==> config.mk <==
export PLATFORM = sky130hd
export DESIGN_NAME = gvm_div
export DESIGN_NICKNAME = d
export VERILOG_FILES = /design/src/rtl/gvm_pkg.sv /design/src/rtl/gvm_div.sv
export SDC_FILE = /design/constraint.sdc
export NUM_CORES = 1
export LEC_CHECK = 0
export BUFFER_PORTS_ARGS = -buffer_cell sky130_fd_sc_hd__buf_2
export CORE_ASPECT_RATIO = 1.75
export CORE_MARGIN = 2
export CORE_UTILIZATION = 50
export DETAILED_ROUTE_END_ITERATION = 6
export PLACE_DENSITY = 0.7
export SLEW_MARGIN = 20
export SYNTH_ARGS = -nofsm -noshare
export SYNTH_HDL_FRONTEND = slang
export SYNTH_SLANG_ARGS = --single-unit
==> constraint.sdc <==
create_clock -name clk -period 9.3 [get_ports clk]
set_clock_uncertainty 0.15 [all_clocks]
set_input_delay 1.86 -clock clk [delete_from_list [all_inputs] [get_ports clk]]
set_output_delay 1.86 -clock clk [all_outputs]
set_load 0.005 [all_outputs]
==> src/rtl/gvm_pkg.sv <==
// Shared types, constants and helper functions for the granular voice mixer.
`default_nettype none

package gvm_pkg;

  // Field widths
  localparam int OP_W        = 2;
  localparam int ADDR_W      = 16;
  localparam int SAMPLE_W    = 16;
  localparam int SLICE_W     = 17;
  localparam int RAND_W      = 32;
  localparam int POS_W       = 17;
  localparam int FRAC_W      = 16;
  localparam int GLEN_W      = 11;
  localparam int ENV_W       = 10;
  localparam int SPM_W       = 8;
  localparam int MIX_W       = 9;
  localparam int MS_W        = 12;
  localparam int CFG_INDEX_W = 3;
  localparam int CFG_DATA_W  = 11;

  // Ramp divider sizes: |sample| * distance * 2^16 over fraction * stop
  localparam int DIV_NUM_W = SAMPLE_W + POS_W + FRAC_W;
  localparam int DIV_DEN_W = FRAC_W + POS_W;
  localparam int DIV_Q_W   = 16;

  // Parameter defaults
  localparam int DEF_VOICE_COUNT  = 30;
  localparam int DEF_CORPUS_DEPTH = 65536;

  // Operation codes
  localparam logic [OP_W-1:0] OP_WRITE  = 2'd0;
  localparam logic [OP_W-1:0] OP_GRAIN  = 2'd1;
  localparam logic [OP_W-1:0] OP_RENDER = 2'd2;

  // Register indexes
  localparam logic [CFG_INDEX_W-1:0] REG_GRAIN_LEN = 3'd0;
  localparam logic [CFG_INDEX_W-1:0] REG_ENV_SHAPE = 3'd1;
  localparam logic [CFG_INDEX_W-1:0] REG_SPM       = 3'd2;
  localparam logic [CFG_INDEX_W-1:0] REG_PASS      = 3'd3;
  localparam logic [CFG_INDEX_W-1:0] REG_MIX       = 3'd4;

  // Register reset values
  localparam logic [GLEN_W-1:0] GLEN_RESET = 11'd200;
  localparam logic [ENV_W-1:0]  ENV_RESET  = 10'd256;
  localparam logic [SPM_W-1:0]  SPM_RESET  = 8'd96;
  localparam logic [MIX_W-1:0]  MIX_RESET  = 9'd256;

  localparam logic [ENV_W-1:0] ENV_MAX     = 10'd512;
  localparam logic [MIX_W-1:0] MIX_FULL    = 9'd256;
  localparam logic [MS_W-1:0]  MIN_GRAIN_MS = 12'd20;
  localparam logic [1:0]       PRESET_LAST = 2'd2;

  localparam logic signed [31:0] SAT_HI = 32'sd32767;
  localparam logic signed [31:0] SAT_LO = -32'sd32768;

  typedef struct packed {
    logic [ADDR_W-1:0] start;
    logic [POS_W-1:0]  pos;
    logic [POS_W-1:0]  stop;
    logic [FRAC_W-1:0] att;
    logic [FRAC_W-1:0] dec;
  } voice_t;

  function automatic logic [FRAC_W-1:0] att_preset(input logic [1:0] idx);
    case (idx)
      2'd0:    return 16'd3277;
      2'd1:    return 16'd6554;
      default: return 16'd55706;
    endcase
  endfunction

  function automatic logic [FRAC_W-1:0] dec_preset(input logic [1:0] idx);
    case (idx)
      2'd0:    return 16'd62259;
      2'd1:    return 16'd6554;
      default: return 16'd9830;
    endcase
  endfunction

  // Blend two presets by t/256 with rounding.
  function automatic logic [FRAC_W-1:0] env_interp(input logic [FRAC_W-1:0] lo_v,
                                                   input logic [FRAC_W-1:0] hi_v,
                                                   input logic [7:0] t);
    logic [25:0] acc;
    acc = 26'(lo_v) * 26'(9'd256 - 9'(t)) + 26'(hi_v) * 26'(t) + 26'd128;
    return acc[23:8];
  endfunction

  function automatic logic signed [SAMPLE_W-1:0] sat16(input logic signed [31:0] v);
    if (v > SAT_HI) begin
      return 16'sh7FFF;
    end else if (v < SAT_LO) begin
      return 16'sh8000;
    end else begin
      return v[SAMPLE_W-1:0];
    end
  endfunction

endpackage

`default_nettype wire

==> src/rtl/gvm_div.sv <==
// Bit-serial restoring divider for the envelope ramps, one quotient bit a cycle.
`default_nettype none

module gvm_div import gvm_pkg::*; (
  input  logic                 clk,
  input  logic                 rst,
  input  logic                 start,
  input  logic [DIV_NUM_W-1:0] num,
  input  logic [DIV_DEN_W-1:0] den,
  output logic                 done,
  output logic [DIV_Q_W-1:0]   quo
);

  localparam int SH_W  = DIV_DEN_W + DIV_Q_W - 1;
  localparam int CNT_W = $clog2(DIV_Q_W + 1);

  logic [DIV_NUM_W-1:0] rem;
  logic [SH_W-1:0]      dsh;
  logic [CNT_W-1:0]     cnt;
  logic                 busy;
  logic                 ge;

  assign ge = rem >= DIV_NUM_W'(dsh);

  always_ff @(posedge clk) begin
    if (rst) begin
      busy <= 1'b0;
      done <= 1'b0;
      cnt  <= '0;
    end else begin
      done <= 1'b0;
      if (start) begin
        busy <= 1'b1;
        cnt  <= CNT_W'(DIV_Q_W);
      end else if (busy) begin
        cnt <= cnt - 1'b1;
        if (cnt == CNT_W'(1)) begin
          busy <= 1'b0;
          done <= 1'b1;
        end
      end
    end
  end

  // Quotient is known to stay below 2^DIV_Q_W, so start at the top quotient bit.
  always_ff @(posedge clk) begin
    if (start) begin
      rem <= num;
      dsh <= {den, {(DIV_Q_W-1){1'b0}}};
      quo <= '0;
    end else if (busy) begin
      if (ge) begin
        rem <= rem - DIV_NUM_W'(dsh);
      end
      quo <= {quo[DIV_Q_W-2:0], ge};
      dsh <= dsh >> 1;
    end
  end

endmodule

`default_nettype wire

==> metrics.txt <==
CTS sink count=120; sequential area share after synthesis=0.3954; WS Path Type=in -> reg; routed length on met2=10,360 um; first drt pass iteration count=5; initial DRC count=310; Max-Cap Viols=0; # port buffers=101; die area=17,380 um^2; Vias/cell=5.806; most frequent cells in the layout=nand2_1 (120), buf_2 (100), edfxtp_1 (82); ys async rst share=0; DRC=0; Leak=3.857 nW; # nets final=1,127; area grow syn2layout=14.27%; Reg2Reg Depth=10; startpoint types=input pin; CTS Hold Buffers Added=0; dominant synthesized flop cell=edfxtp_1; routability cong.=0.9242; # IOs=102; worst skew pair latency=0.43 ns; fmax=0.2307 GHz; Final Cycle Share=0.4662; Tot GR Track Use=0.2340; CTS tree=built; Reg clk slew, reported paths=0.05 ns; relative slew slack=0.3944; most common cell after layout, fill and taps aside=nand2_1; Min-Delay Startpoint=dsh[0]$_SDFFE_PP0P_; Post-Syn Area=8152 um^2; total CTS buffers=17; placed cell area=8690 um^2; most area-consuming cells after synthesis=edfxtp_1 (30%), dfxtp_1 (9.3%), ha_1 (7.7%); warnings from Yosys=0; Rows=61; Synth cell types=73; initial antenna violation count=0; clock root buffer master=clkbuf_16; FF+latch count, synth=120; WL per Instance=16.67 um; final setup TNS=0 ns; share of cells above drive strength 1=0.1594; grt ovf=0; Max IR drop VDD=0.1667 mV; CORE AREA=15,950 um^2; vias in the first global route=6,866; largest net degree at the start of global routing=107; min Tclk post-route=4.336 ns; Fin. Hold Viols=0; post-route ant nets=0; first-pass GRT wire length=32,540 um; chip width=100.5 um; worst slew pin tran=0.9085 ns; max layer used=met4; HP Class=reg -> reg; Cell Pwr Density=275.4 nW/um^2; Initial Util=0.5110; mean area per synthesized cell=8.880 um^2; hold path depth=2; RSZ-0062 raised after global routing=no; Post-DP HPWL=14,510 um; fill count=1,412; status=finished, final reports clean; Final Max Slew Viols=0; CP Max Fanout=106; worst-case clock buffer depth=2; # Post-CTS Setup Buffers=0; Gates resized, CTS repair=0; r2r startpoint=rem[37]$_DFFE_PP_; Vias=6,926; Synthesized Nets=1,054; htree depth=4; Synth top area share=0.3021; CP Data Required Time=9.23 ns; Routed met3 length=617 um; met1 WL=8007 um; CP Launch Point=start; final std cell area, no fill=9315 um^2; critical path endpoint category=flop; crit path DAT=4.26 ns; dominant cell type by area after synthesis=edfxtp_1; EDFF count, synth=82; ant diodes=0; Post-Route WL=19,880 um; Syn Inst Count=918; Die Ht=172.9 um; Design Power=0.002565 W; Setup Viol. Count Final=0
-- synth_stat cells, drive strengths merged (7+ instances only) --
cell type and number:
nor3 21, nand3 15, a21oi 68, nand4 20, xnor2 29, o21ai 72, xor2 9, dfxtp 38
o31ai 35, clkbuf 36, buf 16, a21o 18, edfxtp 82, o21bai 10, ha 50, inv 71
a211oi 7, nor4 8, nor2 65, nand2 120, mux2i 34, o211ai 8
-- per-stage QoR --
stage | setup slack [ns] | hold slack (ns) | std cells | util
finish | 4.964 | 0.3478 | 1193 | 0.5840
CTS | 4.937 | 0.3544 | 1193 | 0.5840
global route | 4.746 | 0.3877 | 1193 | 0.5840
floorplan | 3.012 | 0.3147 | 918 | -
detailed placement | 4.492 | 0.3361 | 1161 | 0.5447
global placement | 4.546 | 0.3266 | 1161 | 0.5447
-- final timing paths --
path | end | slack, ns
worst min-delay path | dsh[0]$_SDFFE_PP0P_ | 0.35
worst min register to register | dsh[0]$_SDFFE_PP0P_ | 0.35
worst max-delay path | rem[17]$_DFFE_PP_ | 4.96
worst max register to register | rem[17]$_DFFE_PP_ | 5.10
-- area by class of cell --
cell class	instances	area (um^2)	area share
clock buffers	20	489.2	0.05252
flip-flops and latches	120	3224	0.3461
clock inverters	12	136.4	0.01464
multi-input cells	674	4409	0.4733
inverters	72	270.3	0.02901
well taps	189	236.5	0.02539
repair buffers	106	549.3	0.05897
-- layer usage --
layer  GRT usage  vias to the layer above
met3     0.03961                       56
met4      0.1279                        0
li1            -                     3496
met1      0.2605                     3226
met2      0.4141                      148
met5           0                        -
-- where the power goes --
group / internal (W) / leakage, nW / switching [W]
Combinational: 0.000441 / 2.40 / 0.000696
Clock: 0.000435 / 0.304 / 0.000261
Sequential: 0.000698 / 1.15 / 0.0000337
-- critical path: stages --
cell and delay (ns):
buf_6 0.51, clkinv_1 0.78, o21ai_4 0.58, buf_4 0.49
-- sequential cells by signal (all words and copies together) (netlist names) --
signal	count
quo	16
rem	49
cnt	5
busy	1
done	1
dsh	48
-- kinds of logic after synthesis --
kind of cell | count (synthesis) | synth area share
and+or+nand+nor | 290 | 0.1662
DFF | 120 | 0.3954
adders and majority gates | 51 | 0.07920
xor gates and xnor gates | 38 | 0.04083
buffers and inverters | 124 | 0.06508
AOI/OAI and AO/OA | 261 | 0.2115
muxes | 34 | 0.04175
Power figures use the tool's default switching activity.
