File: src/rtl/gvm_pkg.sv
// Shared types, constants and helper functions for the granular voice mixer.
`default_nettype none

package gvm_pkg;

  // Field widths
  localparam int OP_W        = 2;
  localparam int ADDR_W      = 16;
  localparam int SAMPLE_W    = 16;
  localparam int SLICE_W     = 17;
  localparam int RAND_W      = 32;
  localparam int POS_W       = 17;
  localparam int FRAC_W      = 16;
  localparam int GLEN_W      = 11;
  localparam int ENV_W       = 10;
  localparam int SPM_W       = 8;
  localparam int MIX_W       = 9;
  localparam int MS_W        = 12;
  localparam int CFG_INDEX_W = 3;
  localparam int CFG_DATA_W  = 11;

  // Ramp divider sizes: |sample| * distance * 2^16 over fraction * stop
  localparam int DIV_NUM_W = SAMPLE_W + POS_W + FRAC_W;
  localparam int DIV_DEN_W = FRAC_W + POS_W;
  localparam int DIV_Q_W   = 16;

  // Parameter defaults
  localparam int DEF_VOICE_COUNT  = 30;
  localparam int DEF_CORPUS_DEPTH = 65536;

  // Operation codes
  localparam logic [OP_W-1:0] OP_WRITE  = 2'd0;
  localparam logic [OP_W-1:0] OP_GRAIN  = 2'd1;
  localparam logic [OP_W-1:0] OP_RENDER = 2'd2;

  // Register indexes
  localparam logic [CFG_INDEX_W-1:0] REG_GRAIN_LEN = 3'd0;
  localparam logic [CFG_INDEX_W-1:0] REG_ENV_SHAPE = 3'd1;
  localparam logic [CFG_INDEX_W-1:0] REG_SPM       = 3'd2;
  localparam logic [CFG_INDEX_W-1:0] REG_PASS      = 3'd3;
  localparam logic [CFG_INDEX_W-1:0] REG_MIX       = 3'd4;

  // Register reset values
  localparam logic [GLEN_W-1:0] GLEN_RESET = 11'd200;
  localparam logic [ENV_W-1:0]  ENV_RESET  = 10'd256;
  localparam logic [SPM_W-1:0]  SPM_RESET  = 8'd96;
  localparam logic [MIX_W-1:0]  MIX_RESET  = 9'd256;

  localparam logic [ENV_W-1:0] ENV_MAX     = 10'd512;
  localparam logic [MIX_W-1:0] MIX_FULL    = 9'd256;
  localparam logic [MS_W-1:0]  MIN_GRAIN_MS = 12'd20;
  localparam logic [1:0]       PRESET_LAST = 2'd2;

  localparam logic signed [31:0] SAT_HI = 32'sd32767;
  localparam logic signed [31:0] SAT_LO = -32'sd32768;

  typedef struct packed {
    logic [ADDR_W-1:0] start;
    logic [POS_W-1:0]  pos;
    logic [POS_W-1:0]  stop;
    logic [FRAC_W-1:0] att;
    logic [FRAC_W-1:0] dec;
  } voice_t;

  function automatic logic [FRAC_W-1:0] att_preset(input logic [1:0] idx);
    case (idx)
      2'd0:    return 16'd3277;
      2'd1:    return 16'd6554;
      default: return 16'd55706;
    endcase
  endfunction

  function automatic logic [FRAC_W-1:0] dec_preset(input logic [1:0] idx);
    case (idx)
      2'd0:    return 16'd62259;
      2'd1:    return 16'd6554;
      default: return 16'd9830;
    endcase
  endfunction

  // Blend two presets by t/256 with rounding.
  function automatic logic [FRAC_W-1:0] env_interp(input logic [FRAC_W-1:0] lo_v,
                                                   input logic [FRAC_W-1:0] hi_v,
                                                   input logic [7:0] t);
    logic [25:0] acc;
    acc = 26'(lo_v) * 26'(9'd256 - 9'(t)) + 26'(hi_v) * 26'(t) + 26'd128;
    return acc[23:8];
  endfunction

  function automatic logic signed [SAMPLE_W-1:0] sat16(input logic signed [31:0] v);
    if (v > SAT_HI) begin
      return 16'sh7FFF;
    end else if (v < SAT_LO) begin
      return 16'sh8000;
    end else begin
      return v[SAMPLE_W-1:0];
    end
  endfunction

endpackage

`default_nettype wire

File: src/rtl/gvm_grain.sv
// Grain setup: length jitter, clamping and envelope fractions for a new voice.
`default_nettype none

module gvm_grain import gvm_pkg::*; (
  input  logic               clk,
  input  logic               rst,
  input  logic               start,
  input  logic [GLEN_W-1:0]  glen,
  input  logic [ENV_W-1:0]   env,
  input  logic [SPM_W-1:0]   spm,
  input  logic [ADDR_W-1:0]  address,
  input  logic [SLICE_W-1:0] slice,
  input  logic [RAND_W-1:0]  rnd,
  output logic               done,
  output voice_t             rec
);

  localparam logic [1:0] G_IDLE = 2'd0;
  localparam logic [1:0] G_MOD  = 2'd1;
  localparam logic [1:0] G_ENV  = 2'd2;
  localparam logic [1:0] G_END  = 2'd3;
  localparam int CNT_W = $clog2(RAND_W);

  logic [1:0]         state;
  logic [CNT_W-1:0]   cnt;
  logic [RAND_W-1:0]  rnd_r;
  logic [SLICE_W-1:0] slice_r;
  logic [9:0]         rem;
  logic [8:0]         range_v;
  logic [9:0]         modulus;
  logic [10:0]        trial;
  logic [ENV_W-1:0]   ep;
  logic [1:0]         lo;
  logic [1:0]         hi;
  logic [MS_W-1:0]    ms_raw;
  logic [MS_W-1:0]    ms_r;
  logic [19:0]        len;

  assign range_v = glen[GLEN_W-1:2];
  assign modulus = {range_v, 1'b1};
  assign trial   = {rem, rnd_r[RAND_W-1]};
  assign ep      = (env > ENV_MAX) ? ENV_MAX : env;
  assign lo      = ep[9:8];
  assign hi      = (lo == PRESET_LAST) ? PRESET_LAST : lo + 2'd1;
  assign ms_raw  = MS_W'(glen) + MS_W'(rem) - MS_W'(range_v);
  assign len     = 20'(spm) * 20'(ms_r);

  always_ff @(posedge clk) begin
    if (rst) begin
      state <= G_IDLE;
      done  <= 1'b0;
      cnt   <= '0;
    end else begin
      done <= 1'b0;
      case (state)
        G_IDLE: begin
          if (start) begin
            state <= G_MOD;
            cnt   <= CNT_W'(RAND_W - 1);
          end
        end
        G_MOD: begin
          cnt <= cnt - 1'b1;
          if (cnt == '0) begin
            state <= G_ENV;
          end
        end
        G_ENV: state <= G_END;
        G_END: begin
          state <= G_IDLE;
          done  <= 1'b1;
        end
        default: state <= G_IDLE;
      endcase
    end
  end

  always_ff @(posedge clk) begin
    case (state)
      G_IDLE: begin
        if (start) begin
          rnd_r     <= rnd;
          slice_r   <= slice;
          rem       <= '0;
          rec.start <= address;
          rec.pos   <= '0;
        end
      end
      G_MOD: begin
        // Long division of the random word, one bit a step; keep the remainder.
        rem   <= (trial >= {1'b0, modulus}) ? 10'(trial - {1'b0, modulus}) : trial[9:0];
        rnd_r <= rnd_r << 1;
      end
      G_ENV: begin
        ms_r    <= (ms_raw < MIN_GRAIN_MS) ? MIN_GRAIN_MS : ms_raw;
        rec.att <= env_interp(att_preset(lo), att_preset(hi), ep[7:0]);
      end
      G_END: begin
        rec.dec  <= env_interp(dec_preset(lo), dec_preset(hi), ep[7:0]);
        rec.stop <= (len > 20'(slice_r)) ? slice_r : len[POS_W-1:0];
      end
      default: ;
    endcase
  end

endmodule

`default_nettype wire

File: config.mk
export PLATFORM = sky130hd
export DESIGN_NAME = gvm_grain
export DESIGN_NICKNAME = d
export VERILOG_FILES = /design/src/rtl/gvm_pkg.sv /design/src/rtl/gvm_grain.sv
export SDC_FILE = /design/constraint.sdc
export NUM_CORES = 1
export LEC_CHECK = 0
export BUFFER_PORTS_ARGS = -buffer_cell sky130_fd_sc_hd__buf_2
export CAP_MARGIN = 20
export CORE_AREA = 2 2 207 209
export DETAILED_ROUTE_END_ITERATION = 8
export DIE_AREA = 0 0 209 211
export GPL_TIMING_DRIVEN = 0
export PLACE_DENSITY = 0.79
export SLEW_MARGIN = 15
export SYNTH_ARGS = -nofsm -noshare
export SYNTH_HDL_FRONTEND = slang
export SYNTH_SLANG_ARGS = --single-unit
File: constraint.sdc
create_clock -name clk -period 9.5 [get_ports clk]
set_input_delay 2.85 -clock clk [delete_from_list [all_inputs] [get_ports clk]]
set_output_delay 2.85 -clock clk [all_outputs]
set_load 0.01 [all_outputs]
==> qor.csv <==
metric,value,unit
synth unique cells,61,
pre-CTS setup slack,-1460,ps
fin cells,3120,
"commonest cells after routing, fill and taps aside","inv_1, fa_1, ha_1, buf_2, edfxtp_1",
Hold Fails Final Rpt,0,
initial antenna violation count,0,
Die W,209,um
Synthesis Warnings,0,
Mean Syn Cell Area,10.3,um2
critical path class,in2reg,
First DRT Iteration DRCs,750,
unrepaired setup endpoints after global routing,yes,
area of the core,41800,um2
part of the Yosys area used for sequential elements,18.0,%
GR Overflow Total,0,
CP Launch Point,env[9],
Starting Density,56.5,%
Final setup violation count,0,
drt drc,0,
first-pass GRT wire length,88300,um
Synth top area share,35.6,%
Max Root-Sink Buffers,2,
worst-skew pair later-pin latency,490,ps
DRT Pass-1 Iters,5,
clock skew,17.3,ps
ANT nets after route,0,
Vias/cell,5.11,
Final Critical Period,9360,ps
Worst-path clk slew,70,ps
Critical Path End,rec[31]$_DFFE_PP_,
final wirelength,53600,um
Root Driver,clkbuf_16,
r2r endpoint,rec[39]$_DFFE_PP_,
status,"finished, final reports clean",
Yosys top cell by area,fa_1,
Slew Limit Fails,0,
IO Port Bufs,161,
Crit. End Element,flip-flop,
CP max stage delay,590,ps
DP HPWL,46200,um
number of global-route vias before repair,17519,
placed insts,3059,
crit-path most repeated cell,fa_1,
synthesized cell area,23600,um2
ANT cells,0,
Worst Slack Setup Final,142,ps
Worst EP required,9720,ps
FF-to-FF Start,ms_r[1]$_SDFFCE_PN0P_,
Max Freq,0.107,GHz
hold crit path type,reg2reg,
CP startpoint kind,primary input,
worst reg2reg path depth,23,
Rows,75,
Placer Congestion,0.975,
ys flop type,edfxtp_1,
Die Span Y,211,um
CTS tree,built,
clk sink count,144,
crit share post-route,98.5,%
max_cap viols,0,
I/O pins,180,
Worst slew margin,37.5,%
cts hold-fix bufs,0,
TritonCTS buffer count,17,
all-layer global routing usage,26.2,%
"EDFF count, synth",136,
"slowest stage cell, crit path",fa_1,
overall die area,44100,um2
async set or reset register ratio after synthesis,0,%
Synth Register Bits,144,
Max H-tree Level,4,
r2r setup slk,2730,ps
fin util,63.7,%
cell count after synthesis,2283,
DR WL/cell,17.2,um
Area contributors post-synth,"fa_1, edfxtp_1, ha_1",
DR vias,15944,
"most common cell after layout, fill and taps aside",inv_1,
area grow syn2layout,12.7,%
Worst EP arrival,9580,ps
largest net degree at the start of global routing,34,
fin nets,3398,
worst-path fanout max,7,
filler instances,3342,
share of cells above drive strength 1,14.3,%
Tightest Pin Transition,935,ps
## layout make-up
| type | instances | area, um2 | share of cell area (%) |
|---|---|---|---|
| flip-flops and latches | 144 | 4240 | 16.0 |
| plain buffers | 45 | 268 | 1.01 |
| well taps | 539 | 674 | 2.54 |
| clock buffers | 21 | 450 | 1.69 |
| repair buffers | 193 | 1120 | 4.23 |
| clock inverters | 11 | 131 | 0.494 |
| inverters | 706 | 2650 | 9.98 |
| multi-input cells | 1461 | 17000 | 64.1 |
## how the worst min path moves through the flow
stage / to / depth (start not counted) / start
after floorplan: cnt[4]$_SDFFE_PP0P_ / 1 / cnt[4]$_SDFFE_PP0P_
after global placement: cnt[4]$_SDFFE_PP0P_ / 1 / cnt[4]$_SDFFE_PP0P_
after detailed placement: cnt[4]$_SDFFE_PP0P_ / 1 / cnt[4]$_SDFFE_PP0P_
after CTS: cnt[4]$_SDFFE_PP0P_ / 1 / cnt[4]$_SDFFE_PP0P_
after global routing: cnt[4]$_SDFFE_PP0P_ / 1 / cnt[4]$_SDFFE_PP0P_
final: cnt[4]$_SDFFE_PP0P_ / 1 / cnt[4]$_SDFFE_PP0P_
## what timing repair did
| action | 4_1_cts | 5_1_grt |
|---|---|---|
| pin swaps | 9 | 24 |
| gates resized for setup | 30 | 55 |
| setup buffers | 10 | 18 |
| endpoints found under the setup margin | 22 | 21 |
| cloned | 0 | 1 |
## worst max-delay path: cells and delay by family
kind / cells / cell delay (ps)
xor gates and xnor gates: 2 / 240
AOI/OAI and AO/OA: 5 / 880
and+or+nand+nor: 4 / 640
buffers and inverters: 9 / 790
adders and majority gates: 9 / 4160
## registers in the layout (all words and copies together) (netlist names)
| register | count |
|---|---|
| ms_r | 12 |
| rnd_r | 32 |
| rec | 65 |
| slice_r | 17 |
| rem | 10 |
| state | 2 |
| cnt | 5 |
| done | 1 |
## per-layer routing
metal  vias to the layer above  global-route usage (%)  wire length, um
li1                       7432                       -                -
met1                      7949                    33.3            21900
met2                       478                    45.5            26900
met3                        85                    4.95             3380
met4                         0                    8.18             1410
met5                         -                       0                0
## metrics by stage
step	instance area [um2]	setup TNS (ps)	hold WS (ps)
after floorplan	23900	0	442
after global placement	25400	-24640	458
after detailed placement	25400	-25660	481
after CTS	26200	-25.0	491
after global routing	26600	-137	518
final	26600	0	492
## synthesized netlist by cell type, types with 3 or more instances
master / count
nor2_1: 77
o21bai_1: 7
and3_1: 3
nand2_1: 107
nand2b_1: 23
xnor2_1: 53
a21oi_1: 44
ha_1: 314
nand3_1: 19
a211oi_1: 15
nor3_1: 19
fa_1: 419
buf_4: 17
o21ai_0: 35
or3_1: 6
a21o_1: 14
o21a_1: 14
a211o_1: 3
mux2_2: 38
nand4_1: 3
mux2_4: 9
clkbuf_1: 27
nor2b_1: 26
xor2_1: 20
and2_1: 66
dfxtp_1: 8
or2_2: 6
a21boi_0: 3
edfxtp_1: 136
o211ai_1: 3
inv_1: 706
## cells by family after synthesis
| family | synth area share [%] |
|---|---|
| buffers and inverters | 12.3 |
| other | 0.0318 |
| DFF | 18.0 |
| muxes | 2.47 |
| adders and majority gates | 52.2 |
| and+or+nand+nor | 7.73 |
| AOI/OAI and AO/OA | 4.59 |
| xor gates and xnor gates | 2.71 |
Power is not shown: default switching activity piles up to over one toggle a cycle in this logic, so the estimate is an artifact.
